$ cat src/rtl/sbrc_pkg.sv
`default_nettype none

package sbrc_pkg;

    typedef enum logic [2:0] {
        ACT_SNOOP   = 3'd0,
        ACT_FETCH   = 3'd1,
        ACT_REPLY   = 3'd2,
        ACT_WBREPLY = 3'd3,
        ACT_PUSH    = 3'd4,
        ACT_FULL    = 3'd5,
        ACT_DUP     = 3'd6,
        ACT_STRAY   = 3'd7
    } t_action;

    localparam logic       FUNC_REQUEST = 1'b0;
    localparam logic       FUNC_REPLY   = 1'b1;

    localparam logic [2:0] OP_READ  = 3'd0;
    localparam logic [2:0] OP_RDX   = 3'd1;
    localparam logic [2:0] OP_WRITE = 3'd2;
    localparam logic [2:0] OP_PUSH  = 3'd3;

    localparam logic [1:0] SNP_INVALID  = 2'd0;
    localparam logic [1:0] SNP_MODIFIED = 2'd3;

    localparam logic [4:0] CACHE_COUNT_RESET = 5'd4;
    localparam logic [4:0] CACHE_COUNT_MIN   = 5'd2;
    localparam int         TARGET_BITS       = 16;

    typedef struct packed {
        logic load;
        logic match;
        logic commit;
    } t_ctl_cmd;

    typedef struct packed {
        logic out_busy;
    } t_ctl_sts;

endpackage

`default_nettype wire

$ cat src/rtl/sbrc_in_if.sv
`default_nettype none

interface sbrc_in_if;
    logic        valid;
    logic        ready;
    logic        func;
    logic [31:0] line_addr;
    logic [2:0]  mem_op;
    logic [3:0]  requester_id;
    logic [1:0]  snoop_state;

    modport source (output valid, func, line_addr, mem_op, requester_id, snoop_state,
                    input ready);
    modport sink   (input valid, func, line_addr, mem_op, requester_id, snoop_state,
                    output ready);
endinterface

`default_nettype wire

$ cat src/rtl/sbrc_out_if.sv
`default_nettype none

interface sbrc_out_if;
    logic        valid;
    logic        ready;
    logic [2:0]  action;
    logic [31:0] out_addr;
    logic [15:0] snoop_targets;
    logic [3:0]  reply_to;

    modport source (output valid, action, out_addr, snoop_targets, reply_to,
                    input ready);
    modport sink   (input valid, action, out_addr, snoop_targets, reply_to,
                    output ready);
endinterface

`default_nettype wire

$ cat src/rtl/sbrc_ctrl.sv
`default_nettype none

module sbrc_ctrl
    import sbrc_pkg::*;
(
    input  wire logic     i_clk,
    input  wire logic     i_rst_n,
    input  wire logic     i_in_valid,
    output logic          o_in_ready,
    input  wire t_ctl_sts i_sts,
    output t_ctl_cmd      o_cmd
);

    typedef enum logic [1:0] {
        S_IDLE,
        S_MATCH,
        S_COMMIT
    } t_state;

    t_state r_state;
    logic   r_ready;

    always_ff @(posedge i_clk) begin
        if (!i_rst_n) begin
            r_state <= S_IDLE;
            r_ready <= 1'b1;
        end else begin
            case (r_state)
                S_IDLE: begin
                    if (i_in_valid && r_ready) begin
                        r_state <= S_MATCH;
                        r_ready <= 1'b0;
                    end
                end
                S_MATCH: begin
                    r_state <= S_COMMIT;
                end
                S_COMMIT: begin
                    // hold until the output register can take the word
                    if (!i_sts.out_busy) begin
                        r_state <= S_IDLE;
                        r_ready <= 1'b1;
                    end
                end
                default: begin
                    r_state <= S_IDLE;
                    r_ready <= 1'b1;
                end
            endcase
        end
    end

    assign o_in_ready   = r_ready;
    assign o_cmd.load   = i_in_valid && r_ready;
    assign o_cmd.match  = (r_state == S_MATCH);
    assign o_cmd.commit = (r_state == S_COMMIT) && !i_sts.out_busy;

    a_load_closes: assert property (@(posedge i_clk) disable iff (!i_rst_n)
        o_cmd.load |=> !r_ready && o_cmd.match)
        else $error("accepted word not followed by match step");

    a_one_cmd: assert property (@(posedge i_clk) disable iff (!i_rst_n)
        $onehot0({o_cmd.load, o_cmd.match, o_cmd.commit}))
        else $error("overlapping datapath commands");

endmodule

`default_nettype wire

$ cat src/rtl/sbrc_dpath.sv
`default_nettype none

module sbrc_dpath
    import sbrc_pkg::*;
#(
    parameter int PENDING_ENTRIES = 8,
    parameter int MAX_CACHES      = 16,
    parameter int ADDR_BITS       = 32
) (
    input  wire logic        i_clk,
    input  wire logic        i_rst_n,
    input  wire t_ctl_cmd    i_cmd,
    output t_ctl_sts         o_sts,
    input  wire logic        i_cfg_we,
    input  wire logic [4:0]  i_cfg_wdata,
    input  wire logic        i_func,
    input  wire logic [31:0] i_line_addr,
    input  wire logic [2:0]  i_mem_op,
    input  wire logic [3:0]  i_requester_id,
    input  wire logic [1:0]  i_snoop_state,
    sbrc_out_if.source       o_out
);

    localparam int AW = (ADDR_BITS < 32) ? ADDR_BITS : 32;
    localparam int CW = $clog2(MAX_CACHES);
    localparam int IW = (PENDING_ENTRIES > 1) ? $clog2(PENDING_ENTRIES) : 1;
    localparam logic [4:0] CC_MAX = 5'(MAX_CACHES);

    logic [4:0]    r_cache_count;

    // latched word
    logic          r_func;
    logic [AW-1:0] r_addr;
    logic [2:0]    r_op;
    logic [3:0]    r_req;
    logic [1:0]    r_snp;

    // pending table
    logic [PENDING_ENTRIES-1:0] r_valid;
    logic [AW-1:0]              r_eaddr  [PENDING_ENTRIES];
    logic [CW-1:0]              r_ecount [PENDING_ENTRIES];
    logic [1:0]                 r_eop    [PENDING_ENTRIES];
    logic [3:0]                 r_ereq   [PENDING_ENTRIES];

    logic [PENDING_ENTRIES-1:0] r_hit;
    logic [PENDING_ENTRIES-1:0] r_free;

    // output register
    logic                   r_out_valid;
    t_action                r_act;
    logic [AW-1:0]          r_out_addr;
    logic [TARGET_BITS-1:0] r_targets;
    logic [3:0]             r_to;

    logic [4:0]             w_cc;
    logic [TARGET_BITS-1:0] w_mask;
    logic [IW-1:0]          w_hit_idx;
    logic [IW-1:0]          w_free_idx;
    logic [CW-1:0]          w_cnt_dec;
    logic                   w_has_res;
    t_action                w_act;
    logic [3:0]             w_to;
    logic                   w_alloc;
    logic                   w_dec;
    logic                   w_release;

    always_comb begin
        if (r_cache_count < CACHE_COUNT_MIN) begin
            w_cc = CACHE_COUNT_MIN;
        end else if (r_cache_count > CC_MAX) begin
            w_cc = CC_MAX;
        end else begin
            w_cc = r_cache_count;
        end
    end

    always_comb begin
        for (int i = 0; i < TARGET_BITS; i++) begin
            w_mask[i] = (5'(i) < w_cc) && (4'(i) != r_req);
        end
    end

    // lowest set index wins
    always_comb begin
        w_hit_idx  = '0;
        w_free_idx = '0;
        for (int i = PENDING_ENTRIES - 1; i >= 0; i--) begin
            if (r_hit[i]) begin
                w_hit_idx = IW'(i);
            end
            if (r_free[i]) begin
                w_free_idx = IW'(i);
            end
        end
    end

    assign w_cnt_dec = CW'(r_ecount[w_hit_idx] - CW'(1));

    always_comb begin
        w_has_res = 1'b0;
        w_act     = ACT_REPLY;
        w_to      = '0;
        w_alloc   = 1'b0;
        w_dec     = 1'b0;
        w_release = 1'b0;
        if (r_func == FUNC_REQUEST) begin
            w_has_res = 1'b1;
            if (r_op == OP_PUSH) begin
                w_act = ACT_PUSH;
            end else if (r_op > OP_PUSH) begin
                w_act = ACT_REPLY;
                w_to  = r_req;
            end else if (|r_hit) begin
                w_act = ACT_DUP;
                w_to  = r_req;
            end else if (!(|r_free)) begin
                w_act = ACT_FULL;
                w_to  = r_req;
            end else begin
                w_act   = ACT_SNOOP;
                w_alloc = 1'b1;
            end
        end else if (!(|r_hit)) begin
            w_has_res = 1'b1;
            w_act     = ACT_STRAY;
        end else begin
            w_dec = 1'b1;
            if (w_cnt_dec == '0) begin
                // final reply for this entry
                w_release = 1'b1;
                w_has_res = 1'b1;
                w_to      = r_ereq[w_hit_idx];
                if (r_snp == SNP_INVALID && r_eop[w_hit_idx] != OP_WRITE[1:0]) begin
                    w_act = ACT_FETCH;
                end else if (r_snp == SNP_MODIFIED) begin
                    w_act = ACT_WBREPLY;
                end else begin
                    w_act = ACT_REPLY;
                end
            end
        end
    end

    always_ff @(posedge i_clk) begin
        if (!i_rst_n) begin
            r_cache_count <= CACHE_COUNT_RESET;
        end else if (i_cfg_we) begin
            r_cache_count <= i_cfg_wdata;
        end
    end

    always_ff @(posedge i_clk) begin
        if (i_cmd.load) begin
            r_func <= i_func;
            r_addr <= i_line_addr[AW-1:0];
            r_op   <= i_mem_op;
            r_req  <= i_requester_id;
            r_snp  <= i_snoop_state;
        end
        if (i_cmd.match) begin
            for (int i = 0; i < PENDING_ENTRIES; i++) begin
                r_hit[i]  <= r_valid[i] && (r_eaddr[i] == r_addr);
                r_free[i] <= !r_valid[i];
            end
        end
    end

    always_ff @(posedge i_clk) begin
        if (!i_rst_n) begin
            r_valid <= '0;
        end else if (i_cmd.commit) begin
            if (w_alloc) begin
                r_valid[w_free_idx] <= 1'b1;
            end
            if (w_release) begin
                r_valid[w_hit_idx] <= 1'b0;
            end
        end
    end

    always_ff @(posedge i_clk) begin
        if (i_cmd.commit && w_alloc) begin
            r_eaddr[w_free_idx]  <= r_addr;
            r_ecount[w_free_idx] <= CW'(w_cc - 5'd1);
            r_eop[w_free_idx]    <= r_op[1:0];
            r_ereq[w_free_idx]   <= r_req;
        end
        if (i_cmd.commit && w_dec) begin
            r_ecount[w_hit_idx] <= w_cnt_dec;
        end
    end

    always_ff @(posedge i_clk) begin
        if (!i_rst_n) begin
            r_out_valid <= 1'b0;
        end else if (i_cmd.commit && w_has_res) begin
            r_out_valid <= 1'b1;
        end else if (o_out.ready) begin
            r_out_valid <= 1'b0;
        end
    end

    always_ff @(posedge i_clk) begin
        if (i_cmd.commit && w_has_res) begin
            r_act      <= w_act;
            r_out_addr <= r_addr;
            r_targets  <= w_alloc ? w_mask : '0;
            r_to       <= w_to;
        end
    end

    assign o_sts.out_busy      = r_out_valid && !o_out.ready;
    assign o_out.valid         = r_out_valid;
    assign o_out.action        = r_act;
    assign o_out.out_addr      = 32'(r_out_addr);
    assign o_out.snoop_targets = r_targets;
    assign o_out.reply_to      = r_to;

    a_no_overwrite: assert property (@(posedge i_clk) disable iff (!i_rst_n)
        i_cmd.commit |-> !(r_out_valid && !o_out.ready))
        else $error("result word overwritten while held");

    a_alloc_free: assert property (@(posedge i_clk) disable iff (!i_rst_n)
        (i_cmd.commit && w_alloc) |-> !r_valid[w_free_idx])
        else $error("allocation into a busy entry");

    a_mask_excl: assert property (@(posedge i_clk) disable iff (!i_rst_n)
        (i_cmd.commit && w_alloc) |-> !w_mask[r_req])
        else $error("snoop mask includes requester");

endmodule

`default_nettype wire

$ cat src/rtl/snoop_bus_response_collector_top.sv
// channel  | dir | handshake      | word
// i_in     | in  | valid / ready  | func, line_addr, mem_op, requester_id, snoop_state
// o_out    | out | valid / ready  | action, out_addr, snoop_targets, reply_to
// cfg      | in  | i_cfg_we       | i_cfg_wdata = cache_count
//
// Each word passes through accept, address match against all pending entries,
// then table update and result load. Next word is accepted the cycle after.
// The update step waits while the output register still holds an untaken word.
// Reset is synchronous, active low; it clears the entry valid bits, output valid,
// control state and sets cache_count to 4. No clearing pass.
`default_nettype none

module snoop_bus_response_collector_top
    import sbrc_pkg::*;
#(
    parameter int PENDING_ENTRIES = 8,
    parameter int MAX_CACHES      = 16,
    parameter int ADDR_BITS       = 32
) (
    input  wire logic       i_clk,
    input  wire logic       i_rst_n,
    input  wire logic       i_cfg_we,
    input  wire logic [4:0] i_cfg_wdata,
    sbrc_in_if.sink         i_in,
    sbrc_out_if.source      o_out
);

    t_ctl_cmd w_cmd;
    t_ctl_sts w_sts;
    logic     w_in_ready;

    assign i_in.ready = w_in_ready;

    sbrc_ctrl u_ctrl (
        .i_clk      (i_clk),
        .i_rst_n    (i_rst_n),
        .i_in_valid (i_in.valid),
        .o_in_ready (w_in_ready),
        .i_sts      (w_sts),
        .o_cmd      (w_cmd)
    );

    sbrc_dpath #(
        .PENDING_ENTRIES (PENDING_ENTRIES),
        .MAX_CACHES      (MAX_CACHES),
        .ADDR_BITS       (ADDR_BITS)
    ) u_dpath (
        .i_clk          (i_clk),
        .i_rst_n        (i_rst_n),
        .i_cmd          (w_cmd),
        .o_sts          (w_sts),
        .i_cfg_we       (i_cfg_we),
        .i_cfg_wdata    (i_cfg_wdata),
        .i_func         (i_in.func),
        .i_line_addr    (i_in.line_addr),
        .i_mem_op       (i_in.mem_op),
        .i_requester_id (i_in.requester_id),
        .i_snoop_state  (i_in.snoop_state),
        .o_out          (o_out)
    );

endmodule

`default_nettype wire
$ cat src/flat_wrapper.sv
// flat-port wrapper written by rule: the top's interface ports become plain ports
module snoop_bus_response_collector_top_flat import sbrc_pkg::*;
#(
    parameter int PENDING_ENTRIES = 8,
    parameter int MAX_CACHES      = 16,
    parameter int ADDR_BITS       = 32
)
  (i_clk, i_rst_n, i_cfg_we, i_cfg_wdata, i_in_valid, i_in_func, i_in_line_addr, i_in_mem_op, i_in_requester_id, i_in_snoop_state, i_in_ready, o_out_valid, o_out_action, o_out_out_addr, o_out_snoop_targets, o_out_reply_to, o_out_ready);
  sbrc_in_if i_in_i ();
  sbrc_out_if o_out_i ();
  input  wire logic i_clk;
  input  wire logic i_rst_n;
  input  wire logic i_cfg_we;
  input  wire logic [4:0] i_cfg_wdata;
  input wire logic [$bits(i_in_i.valid)-1:0] i_in_valid;
  input wire logic [$bits(i_in_i.func)-1:0] i_in_func;
  input wire logic [$bits(i_in_i.line_addr)-1:0] i_in_line_addr;
  input wire logic [$bits(i_in_i.mem_op)-1:0] i_in_mem_op;
  input wire logic [$bits(i_in_i.requester_id)-1:0] i_in_requester_id;
  input wire logic [$bits(i_in_i.snoop_state)-1:0] i_in_snoop_state;
  output wire logic [$bits(i_in_i.ready)-1:0] i_in_ready;
  output wire logic [$bits(o_out_i.valid)-1:0] o_out_valid;
  output wire logic [$bits(o_out_i.action)-1:0] o_out_action;
  output wire logic [$bits(o_out_i.out_addr)-1:0] o_out_out_addr;
  output wire logic [$bits(o_out_i.snoop_targets)-1:0] o_out_snoop_targets;
  output wire logic [$bits(o_out_i.reply_to)-1:0] o_out_reply_to;
  input wire logic [$bits(o_out_i.ready)-1:0] o_out_ready;
  assign i_in_i.valid = i_in_valid;
  assign i_in_i.func = i_in_func;
  assign i_in_i.line_addr = i_in_line_addr;
  assign i_in_i.mem_op = i_in_mem_op;
  assign i_in_i.requester_id = i_in_requester_id;
  assign i_in_i.snoop_state = i_in_snoop_state;
  assign i_in_ready = i_in_i.ready;
  assign o_out_valid = o_out_i.valid;
  assign o_out_action = o_out_i.action;
  assign o_out_out_addr = o_out_i.out_addr;
  assign o_out_snoop_targets = o_out_i.snoop_targets;
  assign o_out_reply_to = o_out_i.reply_to;
  assign o_out_i.ready = o_out_ready;
  snoop_bus_response_collector_top #(.PENDING_ENTRIES(PENDING_ENTRIES), .MAX_CACHES(MAX_CACHES), .ADDR_BITS(ADDR_BITS)) u_core (.i_clk(i_clk), .i_rst_n(i_rst_n), .i_cfg_we(i_cfg_we), .i_cfg_wdata(i_cfg_wdata), .i_in(i_in_i), .o_out(o_out_i));
endmodule
$ cat config.mk
export PLATFORM = sky130hd
export DESIGN_NAME = snoop_bus_response_collector_top_flat
export DESIGN_NICKNAME = d
export VERILOG_FILES = /design/src/rtl/sbrc_pkg.sv /design/src/rtl/sbrc_in_if.sv /design/src/rtl/sbrc_out_if.sv /design/src/rtl/sbrc_ctrl.sv /design/src/rtl/sbrc_dpath.sv /design/src/rtl/snoop_bus_response_collector_top.sv /design/src/flat_wrapper.sv
export SDC_FILE = /design/constraint.sdc
export NUM_CORES = 1
export LEC_CHECK = 0
export BUFFER_PORTS_ARGS = -buffer_cell sky130_fd_sc_hd__buf_2
export CAP_MARGIN = 20
export CORE_MARGIN = 4
export CORE_UTILIZATION = 33
export DETAILED_ROUTE_END_ITERATION = 12
export PLACE_DENSITY = 0.59
export SLEW_MARGIN = 20
export SYNTH_ARGS = -nofsm -noshare
export SYNTH_HDL_FRONTEND = slang
export SYNTH_HIERARCHICAL = 1
export SYNTH_SLANG_ARGS = --single-unit
export TNS_END_PERCENT = 1
$ cat constraint.sdc
create_clock -name i_clk -period 7.3 [get_ports i_clk]
set_input_delay 1.46 -clock i_clk [delete_from_list [all_inputs] [get_ports i_clk]]
set_output_delay 1.46 -clock i_clk [all_outputs]
set_load 0.1 [all_outputs]
# After elaboration in Yosys (flattened, before gate mapping)
# Memory sizes are Yosys's and may differ from the RTL's.
# Index checks and enable logic that the tools add are counted.
# totals
memories	4
word_cells	201
in_bits	52
ram_bits	336
output_inout_bits	57
register_bits	130
# mem_list
memory	words	word_bits	rd	rd_clocked_by_memory_dff	write_ports	line_no	rtl
u_core.u_dpath.r_eaddr	8	32	8	0	1	sbrc_dpath.sv:40	logic [AW-1:0] r_eaddr [PENDING_ENTRIES];
u_core.u_dpath.r_ecount	8	4	1	0	1	sbrc_dpath.sv:41	logic [CW-1:0] r_ecount [PENDING_ENTRIES];
u_core.u_dpath.r_ereq	8	4	1	0	1	sbrc_dpath.sv:43	logic [3:0] r_ereq [PENDING_ENTRIES];
u_core.u_dpath.r_eop	8	2	1	0	1	sbrc_dpath.sv:42	logic [1:0] r_eop [PENDING_ENTRIES];
# classes
magnitude_cmp	23
n_addsub	2
eq_ne	30
n_reduce_logical	53
mux	69
n_bitwise	4
# ops
op	count
32-bit equality test	8
3-bit 2-to-1 mux	23
4-bit by 5-bit less-than comparator with 1-bit output (first input constant)	8
1-bit logical AND	33
4-bit 2-to-1 mux	8
8-bit 2-to-1 mux	4
4-bit != test (first input constant)	8
1-bit 2-to-1 mux	24
3-bit by 5-bit less-than comparator with 1-bit output (first input constant)	4
3-bit by 4-bit != test with 1-bit output (first input constant)	4
8-bit OR reduction	2
1-bit zero test	10
1-bit by 5-bit less-than comparator with 1-bit output (first input constant)	2
2-bit by 5-bit less-than comparator with 1-bit output (first input constant)	2
5-bit 2-to-1 mux	2
8-bit bitwise AND	1
3-bit by 4-bit less-than comparator with 1-bit output (second input constant)	2
2-bit 2-to-1 mux	4
2-bit by 4-bit != test with 1-bit output (first input constant)	2
8-bit inverter	1
8-bit OR	1
4-bit by 1-bit subtractor with 4-bit output (second input constant)	2
1-bit demux with 3-bit select	2
3-bit by 1-bit greater-or-equal comparator with 1-bit output (second input constant)	2
other kinds (18)	22

# Logic depth before layout (Yosys ltp)
# Gate-level depths: netlist of run 1.
# logic_depth
word_depth	18
mapped_depth	12
ltp_nobuf	10

# By module
# The synthesis of run 1 kept the hierarchy.
# by_module_without_submodules
mod	area_per_inst_um2	cells_per_inst	n_inst
sbrc_dpath	18667.9	1165	1
sbrc_ctrl	128.9	14	1

# Worst setup path before layout of run 1
# No wires, ideal clock.
# synth_timing
kind	register -> register
start	register u_core.u_dpath.r_hit[3]
end	register u_core.u_dpath.r_act[0], in the netlist u_core/u_dpath/o_out.action[0], enable pin
period_less_slack_ps	5721
t_arrival_ps	5233
path_stages_with_launch	9
n_path_buf	0
setup_slack_ps	1579
path_cell_list	edfxtp_1 nor2b_2 o21ba_2 nor2_4 mux2_2 a2111o_1 or4_4 and2_1 o22ai_1
# synth_via
elab_chain_cells	11
word_cells_on_any_way	12
classes_between	1 x add/sub; 7 x mux; 3 x reduce/logical; 1 x memory
# synth_rtl
item	line_no	rtl
start, declared	sbrc_dpath.sv:45	logic [PENDING_ENTRIES-1:0] r_hit;
start signal, assigned by index	sbrc_dpath.sv:162	r_hit[i] <= r_valid[i] && (r_eaddr[i] == r_addr);
3-bit 2-to-1 mux (4 in a row)	sbrc_dpath.sv:88	if (r_hit[i]) begin
memory 8 x 4 bit	-	
4-bit by 1-bit subtractor with 4-bit output	sbrc_dpath.sv:97	assign w_cnt_dec = CW'(r_ecount[w_hit_idx] - CW'(1));
4-bit zero test	sbrc_dpath.sv:128	if (w_cnt_dec == '0) begin
1-bit 2-to-1 mux	sbrc_dpath.sv:128	
1-bit 2-to-1 mux (*)	sbrc_dpath.sv:123	end else if (!(|r_hit)) begin
1-bit 2-to-1 mux (*)	sbrc_dpath.sv:106	if (r_func == FUNC_REQUEST) begin
1-bit logical AND (*)	sbrc_dpath.sv:204	if (i_cmd.commit && w_has_res) begin
end signal, assigned	sbrc_dpath.sv:205	r_act <= w_act;
end, declared	sbrc_dpath.sv:50	t_action r_act;
# Mark *: on every way between the ends. The rest lies on a longest branch, timed or not.
# A chain may end at the register's enable or synchronous reset.

# Worst setup path in the final report of run 1
# layout_timing
start	register u_core.u_dpath.r_hit[3]
end	register u_core.u_dpath.r_out_addr[10], in the netlist u_core/u_dpath/o_out.out_addr[10], enable pin
# layout_via
elab_chain_cells	11
word_cells_on_any_way	12
classes_between	1 x add/sub; 7 x mux; 3 x reduce/logical; 1 x memory
# layout_rtl
item	line_no	rtl
3-bit 2-to-1 mux (4 in a row)	sbrc_dpath.sv:88	
memory 8 x 4 bit	-	
4-bit by 1-bit subtractor with 4-bit output	sbrc_dpath.sv:97	
4-bit zero test	sbrc_dpath.sv:128	
1-bit 2-to-1 mux	sbrc_dpath.sv:128	
1-bit 2-to-1 mux (*)	sbrc_dpath.sv:123	
1-bit 2-to-1 mux (*)	sbrc_dpath.sv:106	
1-bit logical AND (*)	sbrc_dpath.sv:204	
end signal, assigned	sbrc_dpath.sv:206	r_out_addr <= r_addr;
end, declared	sbrc_dpath.sv:51	logic [AW-1:0] r_out_addr;
# Marked as above.

==> flow_metrics.tcl, run 1 <==
set metrics [dict create \
    diodes 0 \
    drtIter0Drc 775 \
    multi_input_area_mm2 0.004770 \
    hold_buffers 0 \
    vdd_ir_drop_max_mv 0.1754 \
    cts.sinks 466 \
    fin_total_pwr_mw 5.816 \
    finalWirelength_um 44620 \
    ant_nets 0 \
    clock_insertion_delay_worst_skew_ps 610 \
    relSlewSlack_pct 29.20 \
    use_met2_pct 23.66 \
    io_pins 109 \
    fin_crit_ps 4312 \
    final_cell_area_mm2 0.02216 \
    p_per_area_mw_per_mm2 262.4 \
    grt_start_max_net_pins 44 \
    outcome "finished clean" \
    routed-via-count 10310 \
    tritoncts "built" \
    synth_top_flop_cell "edfxtp_1" \
    tightest_slew_ps 1062 \
    hold_class "flop to flop" \
    cts_root_buf "clkbuf_16" \
    num_rows 87 \
    cts.htree.levels 2 \
    yosysWarningCount 6 \
    synthDistinctLibCells 69 \
    fmax_ghz 0.2319 \
    overflow 0 \
    clk_pin_slew_ps 60 \
    worstPathArrival_ps 4580 \
    critical_path_peak_fanout 21 \
    grt_pass1_vias 10160 \
    drc 0 \
    final_hold_viol_count 0 \
    met3_usage_pct 2.310 \
    area_growth_pct 17.91 \
    dieArea_mm2 0.06084 \
    fin_tns_setup_ps 0 \
    track_usage_pct 14.41 \
    crit_type "flop to flop" \
    final_core_util_pct 39.31 \
    synthArstFlopShare_pct 0 \
    antenna_found_initial 1 \
    avgSynthCellArea_um2 15.94 \
    finalSetupViolations 0 \
    crit_path_start_kind "flop" \
    use_met1_pct 19.88 \
    finalClockSkew_ps 33.38 \
    required_ps 7570 \
    syn-num-nets 1234 \
    drt-pass1-iter-count 5 \
    layout.nets 1388 \
    end_kind "flop" \
    core_area_mm2 0.05639 \
    fp.dieW_um 246.7 \
    ff_latch_area_mm2 0.01382 \
    rsz0062_at_grt "false" \
    dpl.hpwl_um 27950 \
    drt-vias-per-instance 4.849 \
    yosysSeqAreaShare_pct 73.54 \
    initial_core_util_pct 33.34 \
    post-place-ws_ps 2592 \
    rr_worst_depth 9 \
    ctsResizeCount 0 \
    holdPathStages 0 \
    busiest_layer "met2" \
    fill_cells 5257 \
    ys_ff_latch 466 \
    gp_congestion 0.8412 \
    syn_inst 1179 \
    p_leak_nw 7.025 \
    cp-startpoint "u_core/u_dpath/r_hit[3]" \
    cts_buffers 49 \
    postCtsSetupBuffers 0 \
    slew_viol_final 0 \
    layout_setup_ws_ps 2988 \
    synth-edff-count 449 \
    drive_above_1_share_pct 18.60 \
    place_area_mm2 0.02047 \
    fin_crit_sh_pct 59.06 \
    r2r-start "u_core/u_dpath/r_hit[3]" \
    cts_buffer_depth 3 \
    die_y_um 246.7 \
    netlist_area_mm2 0.01880 \
    wire_per_inst_um 20.98 \
    grt_pass1_wl_um 65520 \
    min-delay-start "u_core/u_dpath/r_addr[24]" \
    port_buffers 108 \
    drv_cap 0 \
]
==> synthesized netlist by cell type, drive strengths merged (5+ instances only) <==
cell,instances,area share (%)
o21ai,36,0.98
xor2,58,2.7
mux2i,19,1.0
dfxtp,17,1.8
a41oi,8,0.37
nor2,38,0.80
xnor2,196,9.1
nand4,50,1.7
nand2,45,0.90
nand3,25,0.67
nor4,30,1.1
o31ai,5,0.20
inv,19,0.38
a21oi,21,0.56
and3,7,0.23
nor2b,13,0.45
a32o,6,0.32
nor3,10,0.29
a32oi,8,0.37
clkbuf,47,0.94
edfxtp,449,72
==> worst max-delay path: stages, from the launching register on <==
cell      delay (ps)
edfxtp_1         460
nor2b_2          200
o21ba_2          300
nor2_4           450
mux2_2           400
a2111o_1         460
or4_4            500
and2_1           240
o22ai_4          490
buf_4            460
==> worst paths after layout <==
| check | to | slack [ps] |
|---|---|---|
| hold / removal | u_core/u_dpath/o_out.out_addr[24] | 470 |
| hold reg to reg | u_core/u_dpath/o_out.out_addr[24] | 470 |
| setup / recovery | u_core/u_dpath/o_out.out_addr[10] | 2990 |
| setup reg to reg | u_core/u_dpath/o_out.out_addr[10] | 2990 |
==> placed cells by master (no fill, tap or decap), types with 6 or more instances in the layout <==
cell type	count
a32oi_1	8
xor2_1	58
buf_2	108
nand2_1	45
nor2_1	29
nand4_1	50
clkbuf_1	13
o21ai_0	33
and3_1	7
nand3_1	25
nor2_4	9
xnor2_1	196
nor2b_1	12
clkbuf_16	49
mux2i_1	19
dfxtp_1	17
buf_4	43
a21oi_1	21
edfxtp_1	449
a32o_1	6
a41oi_1	8
nor3_1	9
inv_1	18
clkinv_2	6
nor4_1	29
==> metrics by stage <==
stage / cells / hold slack [ps]
global route: 2127 / 478.6
floorplan: 1179 / 438.0
CTS: 2124 / 473.0
finish: 2127 / 474.5
detailed placement: 2035 / 444.9
global placement: 2035 / 444.4
==> state kept, by name, summed over array words and instances, names as in the netlist <==
signal,count
u_core/u_dpath/r_func,1
u_core/u_dpath/r_cache_count,5
u_core/u_dpath/r_valid,8
u_core/u_dpath/o_out.action,3
u_core/u_dpath/r_ecount,32
u_core/u_dpath/r_eaddr,256
u_core/u_dpath/o_out.snoop_targets,16
u_core/u_dpath/r_op,3
u_core/u_ctrl/o_in_ready,1
u_core/u_ctrl/r_state,2
u_core/u_dpath/r_ereq,32
u_core/u_dpath/r_eop,16
u_core/u_dpath/r_free,8
u_core/u_dpath/r_hit,8
u_core/u_dpath/o_out.out_addr,32
u_core/u_dpath/r_req,4
u_core/u_dpath/o_out.reply_to,4
u_core/u_dpath/r_addr,32
u_core/u_dpath/o_out.valid,1
u_core/u_dpath/r_snp,2
==> where the power goes <==
group	total [mW]	leakage, nW	internal, mW	switching [mW]
Clock	2.48	0.771	1.44	1.04
Sequential	3.00	4.17	2.97	0.0309
Combinational	0.336	2.08	0.108	0.227
==> kinds of logic after synthesis <==
logic type / after synthesis / synth area share, %
and+or+nand+nor: 240 / 6.956
AOI/OAI and AO/OA: 123 / 4.713
muxes: 23 / 1.271
DFF: 466 / 73.54
adders and majority gates: 3 / 0.1997
xor gates and xnor gates: 254 / 11.84
buffers and inverters: 70 / 1.484
==> metal layers <==
layer	vias to the layer above	wire length [µm]
li1	4763	-
met1	5192	20360
met2	297	21180
met3	62	2155
met4	0	918
met5	-	0
==> cell type report <==
| type | instances | area share, % |
|---|---|---|
| sequential | 466 | 62.37 |
| tap | 756 | 4.268 |
| clock buffer | 63 | 5.815 |
| inverter | 19 | 0.3218 |
| multi-input combinational | 643 | 21.52 |
| clock inverter | 26 | 1.440 |
| timing repair buffer | 154 | 4.268 |
Note: power is estimated with default switching activity, not from simulation.
==> inputs of run 2 (changes only) <==
- PLACE_DENSITY: 0.59 -> 0.61
- clock period: 7.3 -> 3.8 ns (I/O delays scaled with it)
==> run 2 against run 1 <==
Compared with the run above: wire length is 3.0% higher; cell area grew 1.8%; first-iteration DRC count rose by 3.9%; final cell count increased by 1.8%; critical endpoint is now u_core/u_dpath/o_out.out_addr[12]; largest power group unchanged.
==> flow_metrics.tcl, run 2 (synthesis gave the netlist of run 1 again) <==
set metrics [dict create \
    tritoncts "built" \
    layout_commonest_cell "edfxtp_1" \
    grt_start_max_net_pins 40 \
    fin_crit_ps 3424 \
    comb_power_share_pct 5.5 \
    dieArea_mm2 0.06084 \
    fp.dieW_um 246.7 \
    layout.nets 1423 \
    drive_above_1_share_pct 21.15 \
    layout_common_cells "edfxtp_1, xnor2_1, buf_2" \
    pwr-share-seq_pct 51.0 \
    outcome "finished clean" \
    postCtsSetupBuffers 0 \
    fin_crit_sh_pct 90.10 \
    cts.htree.levels 2 \
    cts_buffer_depth 3 \
    crit_path_start_kind "flop" \
    routed-via-count 10570 \
    swShare_pct 22.51 \
    drt-vias-per-instance 4.882 \
    largest_reg_flops 256 \
    critical_path_peak_fanout 34 \
    hold_path_end "u_core/u_dpath/r_addr[19]" \
    dpl.hpwl_um 31320 \
    track_usage_pct 15.07 \
    grt_pass1_wl_um 68860 \
    p_per_area_mw_per_mm2 505.2 \
    drt-pass1-iter-count 6 \
    ctsResizeCount 0 \
    finalSetupViolations 0 \
    hold_buffers 0 \
    p_sw_mw 2.566 \
    finalWirelength_um 45950 \
    die_y_um 246.7 \
    initial_core_util_pct 33.34 \
    clock_insertion_delay_worst_skew_ps 610 \
    p_leak_nw 7.284 \
    core_area_mm2 0.05639 \
    final_core_util_pct 40.00 \
    cts_buffers 50 \
    worstPathArrival_ps 3710 \
    min-delay-start "i_in_line_addr[19]" \
    finalClockSkew_ps 35.46 \
    clk_pin_slew_ps 60 \
    place_area_mm2 0.02086 \
    crit_type "flop to flop" \
    layout.cells.non_filler 2165 \
    port_buffers 108 \
    required_ps 4080 \
    io_pins 109 \
    cts.sinks 466 \
    diodes 0 \
    r2r_setup_slack_ps 380 \
    r2r-end "u_core/u_dpath/o_out.out_addr[12]" \
    num_rows 87 \
    largest-register "u_core/u_dpath/r_eaddr" \
    drc 0 \
    area_growth_pct 20.00 \
    dp_cells 2072 \
    pwr-share-clk_pct 43.6 \
    drtIter0Drc 805 \
    final_hold_viol_count 0 \
    grt_pass1_vias 10600 \
    gp_congestion 0.8987 \
    final_cell_area_mm2 0.02256 \
    intPower_mw 8.830 \
    holdPathStages 1 \
    rr_worst_depth 9 \
    drv_cap 0 \
    hold_class "primary input to flop" \
    cts_root_buf "clkbuf_16" \
    overflow 0 \
    fin_total_pwr_mw 11.40 \
    wire_per_inst_um 21.22 \
    rsz0062_at_grt "false" \
    fin_tns_setup_ps 0 \
    vdd_ir_drop_max_mv 0.3316 \
    relSlewSlack_pct 41.75 \
    fmax_ghz 0.2921 \
    r2r-start "u_core/u_dpath/r_hit[3]" \
    ant_nets 0 \
    tightest_slew_ps 864.7 \
    end_kind "flop" \
    antenna_found_initial 1 \
    slew_viol_final 0 \
]
run 2: cell types whose count changed in the layout (fill, tap and decap cells not counted), sizes merged:
cell      delta
clkinv       +4
inv          +2
clkbuf       -5
bufinv       +1
clkinvlp     +2
buf         +34
run 2: area by class of cell:
type	count	area (µm²)
fill	5241	33830
sequential	466	13820
multi-input combinational	643	4777
clock buffer	58	1303
timing repair buffer	188	1241
tap	756	945.9
clock inverter	35	394.1
inverter	19	71.32
run 2: worst max path at each step:
| stage | from | to | slack, ps | cells past startpoint |
|---|---|---|---|---|
| finish | u_core/u_dpath/r_hit[3] | u_core/u_dpath/o_out.out_addr[12] | 380 | 9 |
| global route | u_core/u_dpath/r_hit[0] | u_core/u_dpath/r_valid[3] | 220 | 9 |
| CTS | u_core/u_dpath/r_hit[3] | u_core/u_dpath/o_out.out_addr[12] | 400 | 10 |
| detailed placement | u_core/u_dpath/r_hit[3] | u_core/u_dpath/o_out.out_addr[5] | 410 | 10 |
| global placement | u_core/u_dpath/r_hit[3] | u_core/u_dpath/o_out.out_addr[3] | 480 | 10 |
| floorplan | u_core/u_dpath/o_out.valid | u_core/u_dpath/r_valid[4] | -300 | 7 |
run 2: power by group through the flow:
stage / Clock, mW / Combinational [mW] / Sequential [mW]
finish: 4.97 / 0.621 / 5.81
global route: 5.34 / 0.674 / 5.81
CTS: 5.11 / 0.632 / 5.81
detailed placement: 0 / 0.631 / 5.92
global placement: 0 / 0.623 / 5.92
floorplan: 0 / 0.341 / 5.94
run 2: stage by stage:
step	setup WS, ps	hold slack (ps)
final	376.2	325.9
after global routing	215.7	301.9
after CTS	403.7	285.1
after detailed placement	411.8	467.4
after global placement	482.0	470.5
after floorplan	-295.5	438.0
run 2: worst max-delay path: stages (launching register included):
cell and delay (ps):
edfxtp_1 490, nor2b_4 180, o21bai_2 540, nand2_1 200
a31oi_1 230, o2111ai_1 240, or4_4 590, and2_4 200
o22ai_4 170, buf_12 250
run 2: per-layer routing:
layer | track usage (%) | vias up | part of all wire [%]
li1 | - | 4845 | -
met1 | 20.21 | 5357 | 44
met2 | 25.83 | 312 | 50
met3 | 2.386 | 54 | 4.9
met4 | 3.604 | 2 | 1.7
met5 | 0 | - | 0.028
